$ cat config.mk
export PLATFORM = sky130hd
export DESIGN_NAME = lfo_modulated_resonant_filter_chain_core
export DESIGN_NICKNAME = d
export VERILOG_FILES = /design/src/hw/rtl/lfof_pkg.sv /design/src/hw/rtl/lfo_modulated_resonant_filter_chain_core.sv /design/src/hw/rtl/lfof_smul.sv /design/src/hw/rtl/lfof_sdiv.sv /design/src/hw/rtl/lfof_lfo.sv /design/src/hw/rtl/lfof_tanh.sv
export VERILOG_INCLUDE_DIRS = /design/src /design/src/hw/rtl
export SDC_FILE = /design/constraint.sdc
export NUM_CORES = 2
export LEC_CHECK = 0
export BUFFER_PORTS_ARGS = -buffer_cell sky130_fd_sc_hd__buf_2
export CORE_MARGIN = 1
export CORE_UTILIZATION = 41
export CTS_CLUSTER_DIAMETER = 80
export DETAILED_ROUTE_END_ITERATION = 10
export PLACE_DENSITY = 0.62
export SYNTH_ARGS = -nofsm -noshare
export SYNTH_HDL_FRONTEND = slang
export SYNTH_SLANG_ARGS = --single-unit
$ cat constraint.sdc
create_clock -name clk -period 5.2 [get_ports clk]
set_input_delay 1.04 -clock clk [delete_from_list [all_inputs] [get_ports clk]]
set_output_delay 1.04 -clock clk [all_outputs]
set_load 0.01 [all_outputs]
$ cat src/hw/rtl/assert_macros.svh
// Assertion macros shared by the filter chain RTL.
// Define NO_ASSERTIONS to compile every check away.
`ifndef ASSERT_MACROS_SVH
`define ASSERT_MACROS_SVH
`ifndef NO_ASSERTIONS
// Antecedent implies consequent in the same cycle.
`define ASSERT_IMPLIES(label, clk, rst, ante, cons, msg) \
  label: assert property (@(posedge clk) disable iff (rst) (ante) |-> (cons)) else $error(msg);
// Antecedent implies consequent in the next cycle.
`define ASSERT_NEXT(label, clk, rst, ante, cons, msg) \
  label: assert property (@(posedge clk) disable iff (rst) (ante) |=> (cons)) else $error(msg);
`else
`define ASSERT_IMPLIES(label, clk, rst, ante, cons, msg)
`define ASSERT_NEXT(label, clk, rst, ante, cons, msg)
`endif
`endif

$ cat src/hw/rtl/lfof_pkg.sv
// Types, widths, codes and table builders for the LFO filter chain.
// No dependencies.
`default_nettype none
package lfof_pkg;

  localparam int LP_W      = 24;  // lowpass / highpass state, Q3.20
  localparam int SMP_W     = 16;
  localparam int PH_W      = 24;
  localparam int LFO_W     = 17;  // LFO value, -32768..32768
  localparam int CUT_W     = 32;  // cutoff in Q.15 Hz
  localparam int W_W       = 36;  // w in Q.16, also divisor width
  localparam int ALPHA_W   = 24;
  localparam int NUM_W     = 60;  // dividend w*2^24 + den/2
  localparam int DIFF_W    = 26;
  localparam int MUL_AW    = 34;
  localparam int MUL_BW    = 32;
  localparam int MUL_PW    = 66;
  localparam int CFG_IDX_W = 3;
  localparam int CFG_DAT_W = 23;

  localparam logic [30:0] TWO_PI_Q28 = 31'd1686629713;
  localparam longint      TWO_PI_Q30 = 64'sd6746518852;
  localparam longint      Q30_ONE    = 64'sd1073741824;
  localparam longint      Q30_HALF   = 64'sd536870912;

  typedef enum logic [CFG_IDX_W-1:0] {
    REG_BASE_CUTOFF = 3'd0,
    REG_RESONANCE   = 3'd1,
    REG_HP_COEFF    = 3'd2,
    REG_LFO_SHAPE   = 3'd3,
    REG_LFO_STEP    = 3'd4,
    REG_LFO_DEPTH   = 3'd5
  } cfg_reg_t;

  typedef enum logic [1:0] {
    SHAPE_SINE     = 2'd0,
    SHAPE_SQUARE   = 2'd1,
    SHAPE_TRIANGLE = 2'd2,
    SHAPE_SAW      = 2'd3
  } lfo_shape_t;

  typedef enum logic [4:0] {
    S_IDLE, S_LFO_GO, S_LFO_WAIT, S_W_GO, S_W_WAIT, S_DEN, S_DIV_GO, S_DIV_WAIT,
    S_FB_GO, S_FB_WAIT, S_S1_GO, S_S1_WAIT, S_D2, S_S2_GO, S_S2_WAIT,
    S_HP_PREP, S_HP_GO, S_HP_WAIT, S_FIN
  } state_t;

  typedef struct packed {
    logic busy;
    logic done;
  } unit_stat_t;

  function automatic longint qmul(input longint a, input longint b);
    return (a * b + Q30_HALF) >>> 30;
  endfunction

  // Sine entry: small-angle series, then eight angle doublings.
  function automatic logic signed [15:0] sine_entry(input int Idx, input int Size);
    longint Span, a, a2, a3, a4, a5, s, c, ns, r;
    int k;
    Span = longint'(Size) <<< 8;
    a  = (TWO_PI_Q30 * longint'(Idx) + (longint'(Size) <<< 7)) / Span;
    a2 = qmul(a, a);
    a3 = qmul(a2, a);
    a5 = qmul(a3, a2);
    a4 = qmul(a2, a2);
    s  = a - a3 / 6 + a5 / 120;
    c  = Q30_ONE - a2 / 2 + a4 / 24;
    for (k = 0; k < 8; k++) begin
      ns = 2 * qmul(s, c);
      c  = Q30_ONE - 2 * qmul(s, s);
      s  = ns;
    end
    r = (s + 64'sd16384) >>> 15;
    if (r > 64'sd32767) r = 64'sd32767;
    if (r < -64'sd32767) r = -64'sd32767;
    return 16'(r);
  endfunction

  // Tanh entry at 4*i/N: series at 1/64 of the argument, six doublings.
  function automatic logic [14:0] tanh_entry(input int Idx, input int Size);
    longint Den, a, a2, a3, a5, t, r;
    int k;
    a  = ((longint'(Idx) <<< 26) + longint'(Size / 2)) / Size;
    a2 = qmul(a, a);
    a3 = qmul(a2, a);
    a5 = qmul(a3, a2);
    t  = a - a3 / 3 + (2 * a5) / 15;
    for (k = 0; k < 6; k++) begin
      Den = Q30_ONE + qmul(t, t);
      t   = ((2 * t) * Q30_ONE + Den / 2) / Den;
    end
    r = (t + 64'sd16384) >>> 15;
    if (r > 64'sd32767) r = 64'sd32767;
    if (r < 64'sd0) r = 64'sd0;
    return 15'(r);
  endfunction

endpackage
`default_nettype wire

$ cat src/hw/rtl/lfo_modulated_resonant_filter_chain_core.sv
// LFO-modulated resonant lowpass followed by a one-pole highpass.
// Depends on lfof_pkg, lfof_lfo, lfof_tanh, lfof_smul, lfof_sdiv, assert_macros.svh.
//
// Use:
//   Input channel in_valid/in_ready carries one Q1.15 word, sample_in. Output
//   channel out_valid/out_ready returns one filtered Q1.15 word per input word,
//   in order. Configuration is a plain write port (cfg_write, cfg_index,
//   cfg_data); write only while the block is idle. Unknown indexes are dropped.
// Sequence:
//   One word is in flight at a time: the next word is accepted once the
//   result of the last one is in the output register. Each word takes six
//   passes of the shared bit-serial multiplier (LFO depth, 2*pi scaling,
//   resonance feedback, two lowpass stages, highpass) plus a restoring
//   divide for alpha, with single-step states between them.
// Stall:
//   The result sits in an output register; the next input word is accepted
//   while it waits. If the receiver still holds the earlier word when the next
//   result is ready, the sequencer holds until the slot frees.
// Reset:
//   Synchronous, active high. Filter state and LFO phase clear to zero, the
//   registers take their reset values, and the block comes up ready.
`default_nettype none
`include "assert_macros.svh"
module lfo_modulated_resonant_filter_chain_core #(
  parameter int SAMPLE_RATE_HZ  = 48000,
  parameter int TANH_TABLE_SIZE = 256,
  parameter int SINE_TABLE_SIZE = 256
) (
  input  logic                                  clk,
  input  logic                                  rst,
  input  logic                                  cfg_write,
  input  logic [lfof_pkg::CFG_IDX_W-1:0]        cfg_index,
  input  logic [lfof_pkg::CFG_DAT_W-1:0]        cfg_data,
  input  logic                                  in_valid,
  output logic                                  in_ready,
  input  logic signed [lfof_pkg::SMP_W-1:0]     sample_in,
  output logic                                  out_valid,
  input  logic                                  out_ready,
  output logic signed [lfof_pkg::SMP_W-1:0]     sample_out
);
  localparam int LW = lfof_pkg::LP_W;
  localparam int DW = lfof_pkg::DIFF_W;
  // cutoff upper clamp fs/2 in Q.15 Hz, and fs in Q.16 for the divisor
  localparam logic [lfof_pkg::CUT_W-1:0] Cut_Max =
    lfof_pkg::CUT_W'(longint'(SAMPLE_RATE_HZ) * 64'sd16384);
  localparam logic [lfof_pkg::W_W-1:0]   Den_Base =
    lfof_pkg::W_W'(longint'(SAMPLE_RATE_HZ) * 64'sd65536);

  // configuration registers
  logic [14:0] base_cutoff_hz;
  logic [15:0] resonance_gain;
  logic [15:0] highpass_coeff;
  logic [1:0]  lfo_shape;
  logic [22:0] lfo_phase_step;
  logic [14:0] lfo_depth_hz;

  // filter state
  logic signed [LW-1:0]  lowpass_first;
  logic signed [LW-1:0]  lowpass_second;
  logic signed [15:0]    highpass_last_in;
  logic signed [LW-1:0]  highpass_last_out;

  // working registers
  lfof_pkg::state_t                   state, state_next;
  logic signed [15:0]                 x_hold;
  logic [lfof_pkg::CUT_W-1:0]         cutoff;
  logic [lfof_pkg::W_W-1:0]           w;
  logic [lfof_pkg::W_W-1:0]           den;
  logic signed [DW-1:0]               diff;
  logic signed [15:0]                 hin_hold;

  // unit connections
  logic                               mul_start;
  logic signed [lfof_pkg::MUL_AW-1:0] mul_a;
  logic [lfof_pkg::MUL_BW-1:0]        mul_b;
  lfof_pkg::unit_stat_t               mul_stat;
  logic signed [lfof_pkg::MUL_PW-1:0] mul_prod;
  logic                               div_start;
  logic [lfof_pkg::NUM_W-1:0]         div_num;
  lfof_pkg::unit_stat_t               div_stat;
  logic [lfof_pkg::ALPHA_W-1:0]       alpha;
  logic                               phase_adv;
  logic signed [lfof_pkg::LFO_W-1:0]  lfo_val;
  logic signed [15:0]                 tanh_val;
  logic                               in_fire;
  logic                               out_load;
  logic                               mul_waiting;

  // datapath terms
  logic signed [33:0] cut_raw;
  logic [62:0]        w_sum;
  logic signed [32:0] fb_sum;
  logic signed [23:0] fb;
  logic signed [50:0] st_sum;
  logic signed [26:0] st_delta;
  logic signed [LW-1:0] st_base;
  logic signed [LW-1:0] st_new;
  logic signed [24:0] s2_round;
  logic signed [15:0] hin;
  logic signed [42:0] hp_round;
  logic signed [24:0] ho_round;

  function automatic logic signed [23:0] sat24(input logic signed [27:0] v);
    logic signed [23:0] r;
    if (v > 28'sd8388607) r = 24'sd8388607;
    else if (v < -28'sd8388608) r = -24'sd8388608;
    else r = v[23:0];
    return r;
  endfunction

  function automatic logic signed [15:0] sat16(input logic signed [19:0] v);
    logic signed [15:0] r;
    if (v > 20'sd32767) r = 16'sd32767;
    else if (v < -20'sd32768) r = -16'sd32768;
    else r = v[15:0];
    return r;
  endfunction

  lfof_lfo #(.SINE_TABLE_SIZE(SINE_TABLE_SIZE)) u_lfo (
    .clk     (clk),
    .rst     (rst),
    .shape   (lfo_shape),
    .step    (lfo_phase_step),
    .advance (phase_adv),
    .value   (lfo_val)
  );

  lfof_tanh #(.TANH_TABLE_SIZE(TANH_TABLE_SIZE)) u_tanh (
    .x (lowpass_second),
    .t (tanh_val)
  );

  lfof_smul u_mul (
    .clk   (clk),
    .rst   (rst),
    .start (mul_start),
    .a     (mul_a),
    .b     (mul_b),
    .stat  (mul_stat),
    .prod  (mul_prod)
  );

  lfof_sdiv u_div (
    .clk   (clk),
    .rst   (rst),
    .start (div_start),
    .num   (div_num),
    .den   (den),
    .stat  (div_stat),
    .q     (alpha)
  );

  assign in_ready = (state == lfof_pkg::S_IDLE);
  assign in_fire  = in_valid && in_ready;
  assign out_load = (state == lfof_pkg::S_FIN) && (!out_valid || out_ready);

  // states that wait on the shared multiplier
  assign mul_waiting = (state == lfof_pkg::S_LFO_WAIT) || (state == lfof_pkg::S_W_WAIT) ||
                       (state == lfof_pkg::S_FB_WAIT)  || (state == lfof_pkg::S_S1_WAIT) ||
                       (state == lfof_pkg::S_S2_WAIT)  || (state == lfof_pkg::S_HP_WAIT);

  // dividend: w*2^24 plus half the divisor, for round-to-nearest alpha
  assign div_num = {w, 24'd0} + lfof_pkg::NUM_W'(den >> 1);

  // cutoff = base*2^15 + lfo*depth
  assign cut_raw = $signed({4'd0, base_cutoff_hz, 15'd0}) + $signed(mul_prod[33:0]);
  assign w_sum   = mul_prod[62:0] + 63'(64'd1 << 26);

  // resonance feedback, rounded by 2^9
  assign fb_sum = $signed(mul_prod[32:0]) + 33'sd256;
  assign fb     = fb_sum[32:9];

  // lowpass stage step, rounded by 2^24; base selects the stage being updated
  assign st_base  = (state == lfof_pkg::S_S1_WAIT) ? lowpass_first : lowpass_second;
  assign st_sum   = $signed(mul_prod[50:0]) + 51'sd8388608;
  assign st_delta = st_sum[50:24];
  assign st_new   = sat24(28'(st_base) + 28'(st_delta));

  // highpass input: second stage to Q1.15
  assign s2_round = 25'(lowpass_second) + 25'sd16;
  assign hin      = sat16(s2_round[24:5]);

  assign hp_round = $signed(mul_prod[42:0]) + 43'sd32768;
  assign ho_round = 25'(highpass_last_out) + 25'sd16;

  // configuration writes
  always_ff @(posedge clk) begin
    if (rst) begin
      base_cutoff_hz <= 15'd1000;
      resonance_gain <= '0;
      highpass_coeff <= 16'hFFFF;
      lfo_shape      <= '0;
      lfo_phase_step <= '0;
      lfo_depth_hz   <= '0;
    end else if (cfg_write) begin
      unique case (lfof_pkg::cfg_reg_t'(cfg_index))
        lfof_pkg::REG_BASE_CUTOFF: base_cutoff_hz <= cfg_data[14:0];
        lfof_pkg::REG_RESONANCE:   resonance_gain <= cfg_data[15:0];
        lfof_pkg::REG_HP_COEFF:    highpass_coeff <= cfg_data[15:0];
        lfof_pkg::REG_LFO_SHAPE:   lfo_shape      <= cfg_data[1:0];
        lfof_pkg::REG_LFO_STEP:    lfo_phase_step <= cfg_data;
        lfof_pkg::REG_LFO_DEPTH:   lfo_depth_hz   <= cfg_data[14:0];
        default: ;
      endcase
    end
  end

  always_ff @(posedge clk) begin
    if (rst) begin
      state <= lfof_pkg::S_IDLE;
    end else begin
      state <= state_next;
    end
  end

  // sequencer: next state and unit requests
  always_comb begin
    state_next = state;
    mul_start  = 1'b0;
    mul_a      = '0;
    mul_b      = '0;
    div_start  = 1'b0;
    phase_adv  = 1'b0;
    unique case (state)
      lfof_pkg::S_IDLE:     if (in_valid) state_next = lfof_pkg::S_LFO_GO;
      lfof_pkg::S_LFO_GO: begin
        mul_start  = 1'b1;
        mul_a      = lfof_pkg::MUL_AW'(lfo_val);
        mul_b      = lfof_pkg::MUL_BW'(lfo_depth_hz);
        phase_adv  = (lfo_depth_hz != '0);
        state_next = lfof_pkg::S_LFO_WAIT;
      end
      lfof_pkg::S_LFO_WAIT: if (mul_stat.done) state_next = lfof_pkg::S_W_GO;
      lfof_pkg::S_W_GO: begin
        mul_start  = 1'b1;
        mul_a      = $signed({2'b00, cutoff});
        mul_b      = lfof_pkg::MUL_BW'(lfof_pkg::TWO_PI_Q28);
        state_next = lfof_pkg::S_W_WAIT;
      end
      lfof_pkg::S_W_WAIT:   if (mul_stat.done) state_next = lfof_pkg::S_DEN;
      lfof_pkg::S_DEN:      state_next = lfof_pkg::S_DIV_GO;
      lfof_pkg::S_DIV_GO: begin
        div_start  = 1'b1;
        state_next = lfof_pkg::S_DIV_WAIT;
      end
      lfof_pkg::S_DIV_WAIT: if (div_stat.done) state_next = lfof_pkg::S_FB_GO;
      lfof_pkg::S_FB_GO: begin
        mul_start  = 1'b1;
        mul_a      = lfof_pkg::MUL_AW'(tanh_val);
        mul_b      = lfof_pkg::MUL_BW'(resonance_gain);
        state_next = lfof_pkg::S_FB_WAIT;
      end
      lfof_pkg::S_FB_WAIT:  if (mul_stat.done) state_next = lfof_pkg::S_S1_GO;
      lfof_pkg::S_S1_GO: begin
        mul_start  = 1'b1;
        mul_a      = lfof_pkg::MUL_AW'(diff);
        mul_b      = lfof_pkg::MUL_BW'(alpha);
        state_next = lfof_pkg::S_S1_WAIT;
      end
      lfof_pkg::S_S1_WAIT:  if (mul_stat.done) state_next = lfof_pkg::S_D2;
      lfof_pkg::S_D2:       state_next = lfof_pkg::S_S2_GO;
      lfof_pkg::S_S2_GO: begin
        mul_start  = 1'b1;
        mul_a      = lfof_pkg::MUL_AW'(diff);
        mul_b      = lfof_pkg::MUL_BW'(alpha);
        state_next = lfof_pkg::S_S2_WAIT;
      end
      lfof_pkg::S_S2_WAIT:  if (mul_stat.done) state_next = lfof_pkg::S_HP_PREP;
      lfof_pkg::S_HP_PREP:  state_next = lfof_pkg::S_HP_GO;
      lfof_pkg::S_HP_GO: begin
        mul_start  = 1'b1;
        mul_a      = lfof_pkg::MUL_AW'(diff);
        mul_b      = lfof_pkg::MUL_BW'(highpass_coeff);
        state_next = lfof_pkg::S_HP_WAIT;
      end
      lfof_pkg::S_HP_WAIT:  if (mul_stat.done) state_next = lfof_pkg::S_FIN;
      lfof_pkg::S_FIN:      if (!out_valid || out_ready) state_next = lfof_pkg::S_IDLE;
      default:              state_next = lfof_pkg::S_IDLE;
    endcase
  end

  // working values: the input word at acceptance, the rest as each unit finishes or in a prep state
  always_ff @(posedge clk) begin
    if (in_fire) x_hold <= sample_in;
    if (state == lfof_pkg::S_LFO_WAIT && mul_stat.done) begin
      // clamp the cutoff to 1 Hz .. fs/2
      if (cut_raw < 34'sd32768) cutoff <= lfof_pkg::CUT_W'(32768);
      else if (cut_raw > $signed({2'b00, Cut_Max})) cutoff <= Cut_Max;
      else cutoff <= cut_raw[lfof_pkg::CUT_W-1:0];
    end
    if (state == lfof_pkg::S_W_WAIT && mul_stat.done) w <= w_sum[62:27];
    if (state == lfof_pkg::S_DEN) den <= Den_Base + w;
    if (state == lfof_pkg::S_FB_WAIT && mul_stat.done) begin
      // target minus first stage: x*32 - feedback - s1
      diff <= $signed({{5{x_hold[15]}}, x_hold, 5'd0}) - DW'(fb) - DW'(lowpass_first);
    end
    if (state == lfof_pkg::S_D2) diff <= DW'(lowpass_first) - DW'(lowpass_second);
    if (state == lfof_pkg::S_HP_PREP) begin
      hin_hold <= hin;
      diff     <= DW'(highpass_last_out) + DW'($signed({hin, 5'd0}))
                - DW'($signed({highpass_last_in, 5'd0}));
    end
  end

  // filter state
  always_ff @(posedge clk) begin
    if (rst) begin
      lowpass_first     <= '0;
      lowpass_second    <= '0;
      highpass_last_in  <= '0;
      highpass_last_out <= '0;
    end else begin
      if (state == lfof_pkg::S_S1_WAIT && mul_stat.done) lowpass_first <= st_new;
      if (state == lfof_pkg::S_S2_WAIT && mul_stat.done) lowpass_second <= st_new;
      if (state == lfof_pkg::S_HP_WAIT && mul_stat.done) begin
        highpass_last_in  <= hin_hold;
        highpass_last_out <= sat24(28'($signed(hp_round[42:16])));
      end
    end
  end

  // output register: load the finished word, drop it once taken
  always_ff @(posedge clk) begin
    if (rst) begin
      out_valid <= 1'b0;
    end else if (out_load) begin
      out_valid <= 1'b1;
    end else if (out_ready) begin
      out_valid <= 1'b0;
    end
  end

  always_ff @(posedge clk) begin
    if (out_load) sample_out <= sat16(ho_round[24:5]);
  end

  `ASSERT_IMPLIES(a_mul_done_waiting, clk, rst, mul_stat.done, mul_waiting, "multiplier done early")
  `ASSERT_NEXT(a_accept_starts_lfo, clk, rst, in_fire, state == lfof_pkg::S_LFO_GO, "no LFO step")
endmodule
`default_nettype wire

$ cat src/hw/rtl/lfof_smul.sv
// Bit-serial multiplier: signed multiplicand by unsigned multiplier, one bit a cycle.
// Depends on lfof_pkg.
`default_nettype none
module lfof_smul (
  input  logic                                clk,
  input  logic                                rst,
  input  logic                                start,
  input  logic signed [lfof_pkg::MUL_AW-1:0]  a,
  input  logic        [lfof_pkg::MUL_BW-1:0]  b,
  output lfof_pkg::unit_stat_t                stat,
  output logic signed [lfof_pkg::MUL_PW-1:0]  prod
);
  localparam int CW = $clog2(lfof_pkg::MUL_BW);

  logic                               busy;
  logic                               done;
  logic [CW-1:0]                      cnt;
  logic signed [lfof_pkg::MUL_AW-1:0] areg;
  logic        [lfof_pkg::MUL_BW-1:0] breg;
  logic signed [lfof_pkg::MUL_AW-1:0] hi;
  logic        [lfof_pkg::MUL_BW-1:0] lo;
  logic signed [lfof_pkg::MUL_AW:0]   sum;

  // add the multiplicand when the current multiplier bit is set
  assign sum = {hi[lfof_pkg::MUL_AW-1], hi}
             + (breg[0] ? {areg[lfof_pkg::MUL_AW-1], areg} : '0);

  always_ff @(posedge clk) begin
    if (rst) begin
      busy <= 1'b0;
      done <= 1'b0;
      cnt  <= '0;
    end else begin
      done <= 1'b0;
      if (start) begin
        busy <= 1'b1;
        cnt  <= '0;
      end else if (busy) begin
        cnt <= cnt + 1'b1;
        if (cnt == CW'(lfof_pkg::MUL_BW - 1)) begin
          busy <= 1'b0;
          done <= 1'b1;
        end
      end
    end
  end

  always_ff @(posedge clk) begin
    if (start) begin
      areg <= a;
      breg <= b;
      hi   <= '0;
    end else if (busy) begin
      hi   <= sum[lfof_pkg::MUL_AW:1];
      lo   <= {sum[0], lo[lfof_pkg::MUL_BW-1:1]};
      breg <= breg >> 1;
    end
  end

  assign stat.busy = busy;
  assign stat.done = done;
  assign prod      = {hi, lo};
endmodule
`default_nettype wire

$ cat src/hw/rtl/lfof_sdiv.sv
// Restoring divider, one quotient bit a cycle, for the alpha coefficient.
// Depends on lfof_pkg and assert_macros.svh.
`default_nettype none
`include "assert_macros.svh"
module lfof_sdiv (
  input  logic                                clk,
  input  logic                                rst,
  input  logic                                start,
  input  logic [lfof_pkg::NUM_W-1:0]          num,
  input  logic [lfof_pkg::W_W-1:0]            den,
  output lfof_pkg::unit_stat_t                stat,
  output logic [lfof_pkg::ALPHA_W-1:0]        q
);
  localparam int QW = lfof_pkg::ALPHA_W;
  localparam int RW = lfof_pkg::W_W;
  localparam int CW = $clog2(QW);

  logic          busy;
  logic          done;
  logic [CW-1:0] cnt;
  logic [RW-1:0] rem;
  logic [RW-1:0] dreg;
  logic [QW-1:0] nlo;
  logic [RW:0]   trial;
  logic          ge;

  assign trial = {rem, nlo[QW-1]};
  assign ge    = trial >= {1'b0, dreg};

  always_ff @(posedge clk) begin
    if (rst) begin
      busy <= 1'b0;
      done <= 1'b0;
      cnt  <= '0;
    end else begin
      done <= 1'b0;
      if (start) begin
        busy <= 1'b1;
        cnt  <= '0;
      end else if (busy) begin
        cnt <= cnt + 1'b1;
        if (cnt == CW'(QW - 1)) begin
          busy <= 1'b0;
          done <= 1'b1;
        end
      end
    end
  end

  always_ff @(posedge clk) begin
    if (start) begin
      rem  <= num[lfof_pkg::NUM_W-1:QW];
      nlo  <= num[QW-1:0];
      dreg <= den;
    end else if (busy) begin
      rem <= ge ? RW'(trial - {1'b0, dreg}) : trial[RW-1:0];
      nlo <= nlo << 1;
      q   <= {q[QW-2:0], ge};
    end
  end

  assign stat.busy = busy;
  assign stat.done = done;

  // the partial remainder never reaches the divisor, or the quotient overflows
  `ASSERT_IMPLIES(a_rem_below_den, clk, rst, busy, rem < dreg, "divider remainder overflow")
endmodule
`default_nettype wire

$ cat src/hw/rtl/lfof_lfo.sv
// LFO: phase accumulator, waveform decode and sine table.
// Depends on lfof_pkg and assert_macros.svh.
`default_nettype none
`include "assert_macros.svh"
module lfof_lfo #(
  parameter int SINE_TABLE_SIZE = 256
) (
  input  logic                               clk,
  input  logic                               rst,
  input  logic [1:0]                         shape,
  input  logic [lfof_pkg::PH_W-2:0]          step,
  input  logic                               advance,
  output logic signed [lfof_pkg::LFO_W-1:0]  value
);
  localparam int SW = $clog2(SINE_TABLE_SIZE);
  localparam int PW = lfof_pkg::PH_W;

  logic [PW-1:0]       phase;
  logic signed [15:0]  sine_rom [SINE_TABLE_SIZE];
  logic [PW+12:0]      ph_scaled;
  logic [SW-1:0]       sidx;
  logic [PW-1:0]       tri_dist;
  logic signed [17:0]  tri_val;

  for (genvar g = 0; g < SINE_TABLE_SIZE; g++) begin : g_sine
    assign sine_rom[g] = lfof_pkg::sine_entry(g, SINE_TABLE_SIZE);
  end

  always_ff @(posedge clk) begin
    if (rst) begin
      phase <= '0;
    end else if (advance) begin
      phase <= phase + {1'b0, step};
    end
  end

  assign ph_scaled = (PW+13)'(phase) * (PW+13)'(SINE_TABLE_SIZE);
  assign sidx      = ph_scaled[PW +: SW];
  assign tri_dist  = phase[PW-1] ? {1'b0, phase[PW-2:0]}
                                 : PW'({1'b1, {(PW-1){1'b0}}} - {1'b0, phase});
  assign tri_val   = $signed({1'b0, tri_dist[PW-1:7]}) - 18'sd32768;

  always_comb begin
    unique case (lfof_pkg::lfo_shape_t'(shape))
      lfof_pkg::SHAPE_SINE:     value = 17'(sine_rom[sidx]);
      lfof_pkg::SHAPE_SQUARE:   value = phase[PW-1] ? -17'sd32768 : 17'sd32768;
      lfof_pkg::SHAPE_TRIANGLE: value = tri_val[16:0];
      lfof_pkg::SHAPE_SAW:      value = $signed({1'b0, phase[PW-1:8]}) - 17'sd32768;
      default:                  value = '0;
    endcase
  end

  // hold the phase unless the sequencer advances it
  `ASSERT_NEXT(a_phase_hold, clk, rst, !advance, $stable(phase), "LFO phase moved")
endmodule
`default_nettype wire

$ cat src/hw/rtl/lfof_tanh.sv
// Table tanh of a Q3.20 value, sign restored, Q0.15 result.
// Depends on lfof_pkg.
`default_nettype none
module lfof_tanh #(
  parameter int TANH_TABLE_SIZE = 256
) (
  input  logic signed [lfof_pkg::LP_W-1:0] x,
  output logic signed [15:0]               t
);
  localparam int TW = $clog2(TANH_TABLE_SIZE);
  localparam int XW = lfof_pkg::LP_W;

  logic [14:0]    tanh_rom [TANH_TABLE_SIZE];
  logic [XW-1:0]  mag;
  logic [XW+12:0] scaled;
  logic [14:0]    idx_full;
  logic [TW-1:0]  idx;
  logic [14:0]    tv;

  for (genvar g = 0; g < TANH_TABLE_SIZE; g++) begin : g_tanh
    assign tanh_rom[g] = lfof_pkg::tanh_entry(g, TANH_TABLE_SIZE);
  end

  assign mag      = x[XW-1] ? (~x + 1'b1) : x;
  assign scaled   = (XW+13)'(mag) * (XW+13)'(TANH_TABLE_SIZE);
  assign idx_full = scaled[XW+12:22];
  // clamp beyond the table end
  assign idx      = (idx_full > 15'(TANH_TABLE_SIZE - 1)) ? TW'(TANH_TABLE_SIZE - 1)
                                                          : idx_full[TW-1:0];
  assign tv       = tanh_rom[idx];
  assign t        = x[XW-1] ? -$signed({1'b0, tv}) : $signed({1'b0, tv});
endmodule
`default_nettype wire
Word-level counts from Yosys, hierarchy flattened
Memories as Yosys holds them, arrays and structs flattened.
Cells that the tools add are included.
- register bits: 649
- word-level logic and storage cells: 210
- memories: 2
- bits in read-only memories: 7936
- memory list (memory ; depth ; width ; read ports ; clocked after memory_dff ; write ports ; RTL line ; source):
    (no name shown) ; 256 ; 16 ; 1 ; 0 ; 0 ; lfof_lfo.sv:45 ; lfof_pkg::SHAPE_SINE: value = 17'(sine_rom[sidx]);
    (no name shown) ; 256 ; 15 ; 1 ; 0 ; 0 ; lfof_tanh.sv:30 ; assign tv = tanh_rom[idx];
- reduce and logical (&&, ||, !) cells: 35
- magnitude comparators: 14
- bitwise gates (word level): 7
- add/subtract/negate cells: 25
- eq/ne operators: 37
- multiplexer cells: 55
- operators by type and width (operator ; count):
    24-bit two-way mux ; 9
    31-bit case mux with 5 select lines ; 1
    34-bit case mux with 4 select lines ; 1
    36-bit two-way mux ; 3
    16-bit two-way mux ; 6
    5-bit case mux with 19 select lines ; 1
    26-bit two-way mux ; 3
    17-bit case mux with 4 select lines ; 1
    32-bit two-way mux ; 2
    63-bit by 27-bit adder with 63-bit output, second input constant ; 1
    60-bit by 35-bit adder with 60-bit output ; 1
    51-bit by 25-bit adder with 51-bit output, second input constant ; 1
    24-bit by 6-bit adder with 25-bit output, second input constant ; 2
    5-bit two-way mux ; 9
    43-bit by 17-bit adder with 43-bit output, second input constant ; 1
    5-bit by 4-bit equality test with 1-bit output, second input constant ; 8
    20-bit by 16-bit > comparator with 1-bit output, second input constant ; 2
    20-bit by 16-bit < comparator with 1-bit output, second input constant ; 2
    37-bit by 36-bit >= comparator with 1-bit output ; 1
    32-bit by 36-bit adder with 36-bit output, first input constant ; 1
    36-bit subtractor ; 1
    35-bit adder ; 1
    35-bit two-way mux ; 1
    31-bit by 34-bit adder with 34-bit output ; 1
    other kinds (55) ; 113

Logic depth before layout (Yosys ltp)
- depth after elaboration: 12
- depth in mapped cells: 29

Hierarchy
A second synthesis with hierarchy kept.
- cell total of the unflattened synthesis: 6104
- area total of the unflattened synthesis: 51335.5 um^2
- by module, submodules not included (module ; cells an instance ; area each (um^2) ; instances):
    lfo_modulated_resonant_filter_chain_core ; 2897 ; 24622.4 ; 1
    lfof_sdiv ; 618 ; 7178.1 ; 1
    lfof_lfo ; 1136 ; 7128.1 ; 1
    lfof_smul ; 583 ; 6819.0 ; 1
    lfof_tanh ; 870 ; 5587.9 ; 1

Least setup slack after synthesis
Ideal clock, no wire load.
- kind: reg2reg
- from: register lowpass_second[9]
- to: register u_mul.areg[10] (netlist bit) (data pin)
- slack: -461 ps
- data arrival time: 5402 ps
- stages on the path, launching flop included: 23
- period minus slack after synthesis: 5661 ps
- library setup time: 259 ps
- cells stage by stage: dfxtp_1 > or4_1 > buf_4 > o41ai_2 > xnor2_1 > clkbuf_1 > nand2_1 > ha_1 > clkbuf_1 > inv_1 > clkbuf_1 > or3_1 > o21ai_0 > a21oi_1 > o221ai_1 > nand4_1 > inv_1 > ha_1 > inv_1 > or4_4 > nor4b_4 > mux2i_1 > a211o_1
- word-level cells in the longest chain between the ends: 12
- RTL lines (what ; RTL line ; source):
    start: declaration ; lfo_modulated_resonant_filter_chain_core.sv:59 ; logic signed [LW-1:0] lowpass_second;
    start signal: assignment ; lfo_modulated_resonant_filter_chain_core.sv:314 ; if (state == lfof_pkg::S_S2_WAIT && mul_stat.done) lowpass_second <= st_new;
    24-bit inverter (*) ; lfof_tanh.sv:24 ; assign mag = x[XW-1] ? (~x + 1'b1) : x;
    24-bit by 1-bit adder with 24-bit output (*) ; lfof_tanh.sv:24 ;
    24-bit two-way mux (*) ; lfof_tanh.sv:24 ;
    10-bit by 8-bit > comparator with 1-bit output ; lfof_tanh.sv:28 ; assign idx = (idx_full > 15'(TANH_TABLE_SIZE - 1)) ? TW'(TANH_TABLE_SIZE - 1)
    8-bit two-way mux (*) ; lfof_tanh.sv:28 ;
    8-bit inverter with 9-bit output (implied by the code) (*) ; lfof_tanh.sv:30 ;
    memory read 256 x 15 bit (*) ; - ;
    15-bit two-way mux (implied by the code) (*) (2 in series) ; lfof_tanh.sv:30 ;
    15-bit negator with 16-bit output ; lfof_tanh.sv:31 ; assign t = x[XW-1] ? -$signed({1'b0, tv}) : $signed({1'b0, tv});
    16-bit two-way mux (*) ; lfof_tanh.sv:31 ;
    34-bit case mux with 4 select lines (*) ; lfo_modulated_resonant_filter_chain_core.sv:224 ; unique case (state)
    named net mul_a (one bit) ; lfo_modulated_resonant_filter_chain_core.sv:74 ; logic signed [lfof_pkg::MUL_AW-1:0] mul_a;
    end signal: assignment ; lfof_smul.sv:50 ; areg <= a;
    end: declaration ; lfof_smul.sv:18 ; logic signed [lfof_pkg::MUL_AW-1:0] areg;
The timed path passes the listed nets; every way through them passes the cells marked *. The select of a mux whose other input is x is not followed.
A chain may end at the register's enable or synchronous reset.

Final worst setup path
Same ends and word-level chain as after synthesis.

==> results by group <==
Worst setup path
  – Slowest stage delay, CP: between 0.5 and 0.6 ns
  – Crit path capture type: register
  – WS Path Type: reg2reg
  – Worst setup SP type: register
  – Worst Path Max Fanout: 15
  – WP data required: roughly 5.6 ns
  – Most Frequent Cell on Critical Path: buf_4
  – Critical path's slowest cell: or4_4
  – CP Cell Sequence: buf_4, nor4_1, buf_4, nand4_1, buf_4, o211ai_1, buf_4, buf_12, nand2_1, o221a_2, a41oi_2, o211ai_1, a21oi_1, buf_4, or2_4, ha_4, inv_2, or4_4, nor4b_4, mux2i_1, a211o_1
  – Critical Path AT: ~5.7 ns

Timing
  – Period utilization: 1.015
  – Final Hold Viols: 0
  – Slew headroom: 0.1865
  – Final setup viols: 1
  – Worst slew pin tran: around 1.2 ns
  – Worst setup margin: -0.07729 ns
  – RSZ-0062 raised after global routing: yes
  – Minimum clock period: roughly 5.3 ns
  – Clk_skew: 0.06351 ns
  – Pins over their slew limit: 0
  – Fmax: 0.1895 GHz

Floorplan
  – Die width: ~350 um
  – Die footprint: about 120000 um^2
  – Initial Util: 0.4136
  – Ports: 65
  – Num rows: between 100 and 150
  – Chip height: ~350 um
  – Core Box Area: about 120000 um^2

Logic synthesis
  – Multiplexer share of the synthesized area: 0.01855
  – Syn Inst Count: 5918
  – Ys async rst share: 0
  – Largest family of logic cells by synthesized area: compound AO/OA/AOI/OAI gates
  – Post-Synth XOR/XNOR Area: 0.06769
  – Synthesis Warnings: 0
  – Yosys top cell area share: 0.2419
  – Compound-Gate Fraction of Synth Area: 0.2341
  – Adder-Cell Fraction of Synth Area: 0.08688
  – #FFs+latches synth: between 600 and 700
  – Post-synth top cells: nand2_1 (678), nor2_1 (565), a21oi_1 (489)
  – Primary FF master, synth: edfxtp_1
  – Post-synth cell types: between 100 and 150
  – Post-synth EDFFs: 394
  – Leading area contributor after synthesis: edfxtp_1
  – Dominant cells by area after synthesis: edfxtp_1 (24%), dfxtp_1 (10%), ha_1 (6.8%), nand2_1 (5.2%), a21oi_1 (5.0%)
  – Register area share after synthesis: 0.3455
  – Simple-gate share of the synthesized area: 0.1926
  – Synthesized area: around 49000 um^2
  – Count leader, synth: nand2_1
  – Syn avg cell area: just over 8 um^2

Clock network
  – Total clock buffers created by CTS: slightly below 80
  – Worst-path clk slew: roughly 0.06 ns
  – H-tree depth: 3
  – Worst-Skew Late Latency: between 0.6 and 0.7 ns
  – CTS root buf: clkbuf_16
  – Post-CTS Hold Buffers: 0
  – CTS sink cnt: 647
  – Max Root-Sink Buffers: 3
  – CTS tree: yes

Placed design
  – Post-DP HPWL: approximately 160000 um
  – Port buffer count: 64
  – Area of placed instances: around 56000 um^2
  – GPL Wtd Cong: 1.010

Finish
  – Finished Core Util: 0.5063
  – Share of layout cells above drive strength 1: 0.1919
  – FF+latch area: between 15000 and 20000 um^2
  – Layout fillers: between 10000 and 15000
  – Post-route cell area: between 50000 and 60000 um^2
  – Diode count: 0
  – Multi-input logic area: 30690 um^2
  – Fin nets: a little under 7000
  – Area delta synth->final: 22.39%

Detailed routing
  – Routed WL per cell: around 26 um
  – Initial drt markers: between 5000 and 6000
  – Routed Antenna Nets: 0
  – Vias/cell: around 6
  – Final WL: a little over 200000 um
  – DRC Markers: 1
  – Vias after detailed routing: ~49000
  – First-pass iteration count of the detailed router: 11

Global route
  – GRT Total Usage: 0.3292
  – Vias in the first global route: 46270
  – Largest net degree at the start of global routing: roughly 110
  – Initial antenna violation count: 11
  – Total grt overflow: 0
  – First-pass GRT wire length: ~300000 um

Pwr
  – Leakage: between 0.02 and 0.025 uW
  – PwrDens: between 300 and 400 nW/um^2
  – Peak VDD IR: between 400 and 500 uV

Outcome
  – Status: finished, violations left
  – Failing checks: design-rule violations, negative setup slack

Hold path
  – Hold Path Class: reg2reg

Run
  – Max-Cap Viols: 0
## timing repair
item                                    CTS  global route
cloned                                    0             3
buffers inserted                         14            27
pin swaps                                29            75
resized for setup                        71           224
hold endpoints to repair                  0             0
endpoints found under the setup margin   37           102
## through the flow
stage | hold slack [ns] | setup TNS (ns) | power [uW] | cells | worst slack (ns)
after floorplan | 0.4003 | -0.04968 | 11250 | 5919 | -0.04968
after global placement | 0.4039 | -8.012 | 13950 | 7861 | -0.3141
after detailed placement | 0.4268 | -8.052 | 14050 | 7861 | -0.3517
after CTS | 0.4412 | -0.006282 | 19720 | 8017 | -0.006282
after global routing | 0.4513 | -2.079 | 20830 | 8044 | -0.2337
final | 0.4374 | -0.07729 | 19890 | 8044 | -0.07729
## metal layers
layer  GRT usage  wire length [um]
met3     0.05616             15580
met2      0.5282             93020
met1      0.4241             84380
met4      0.1713             12080
met5           0                80
## power by group
| part | switching (uW) | internal (uW) | total (uW) |
|---|---|---|---|
| Combinational | 4590 | 2950 | 7540 |
| Clock | 2320 | 3330 | 5650 |
| Sequential | 376 | 6320 | 6700 |
## logic make-up (layout without fill, tap and decap cells)
kind of cell / after synthesis / in the layout
and+or+nand+nor: 2043 / 2043
muxes: 85 / 85
AOI/OAI and AO/OA: 1751 / 1751
DFF: 647 / 647
other: 1 / 2
xor gates and xnor gates: 378 / 378
adders and majority gates: 312 / 312
buffers and inverters: 701 / 1290
## placed cells by master (no fill, tap or decap), types with 32 or more instances in the layout
cell type    n
buf_4      718
nand3_1    155
fa_1        46
mux2i_1     74
a21oi_1    472
or3_1       37
dfxtp_1    239
and3_1      52
ha_1       245
nor3_1     149
o211ai_1    71
nand4_1     46
nor2_1     541
o21bai_1    33
inv_1      300
nand2b_1    52
edfxtp_1   394
and2_1      77
a21o_1      70
o21a_1      47
o31ai_1     32
buf_2       64
nor2b_1     61
o21ai_0    312
clkbuf_16   81
a31oi_1     94
a211oi_1   125
nand2_1    664
xor2_1     132
a211o_1     40
xnor2_1    236
o22ai_1     53
## area by class of cell
type,instances,share of cell area
inverter,317,0.02000
clock inverter,38,0.008131
tap,1536,0.03211
multi-input combinational,4571,0.5126
sequential,647,0.2827
timing repair buffer,831,0.1086
clock buffer,104,0.03576
## final timing paths
check	cells after the start	slack (ns)	to	from
min	0	0.44	u_div.dreg[0]$_DFFE_PP_	den[0]$_DFFE_PP_
max	21	-0.08	u_mul.areg[10]$_DFFE_PN_	lowpass_second[9]$_SDFFE_PP0P_
min reg2reg	0	0.44	u_div.dreg[0]$_DFFE_PP_	den[0]$_DFFE_PP_
max reg2reg	21	-0.08	u_mul.areg[10]$_DFFE_PN_	lowpass_second[9]$_SDFFE_PP0P_
## registers in the layout (all words and copies together), names as in the netlist, 31 cells and up
name,flops
cutoff,32
den,36
u_div.dreg,36
u_div.rem,36
u_mul.areg,33
u_mul.breg,31
u_mul.hi,34
u_mul.lo,32
w,36
## worst max-delay path: cells and delay by family, from the launching register on
kind,cells,cell delay (ns)
buffers and inverters,7,1.21
AOI/OAI and AO/OA,6,1.55
muxes,1,0.11
DFF,1,0.33
and+or+nand+nor,6,1.62
adders and majority gates,1,0.14
Power figures use the tool's default switching activity.
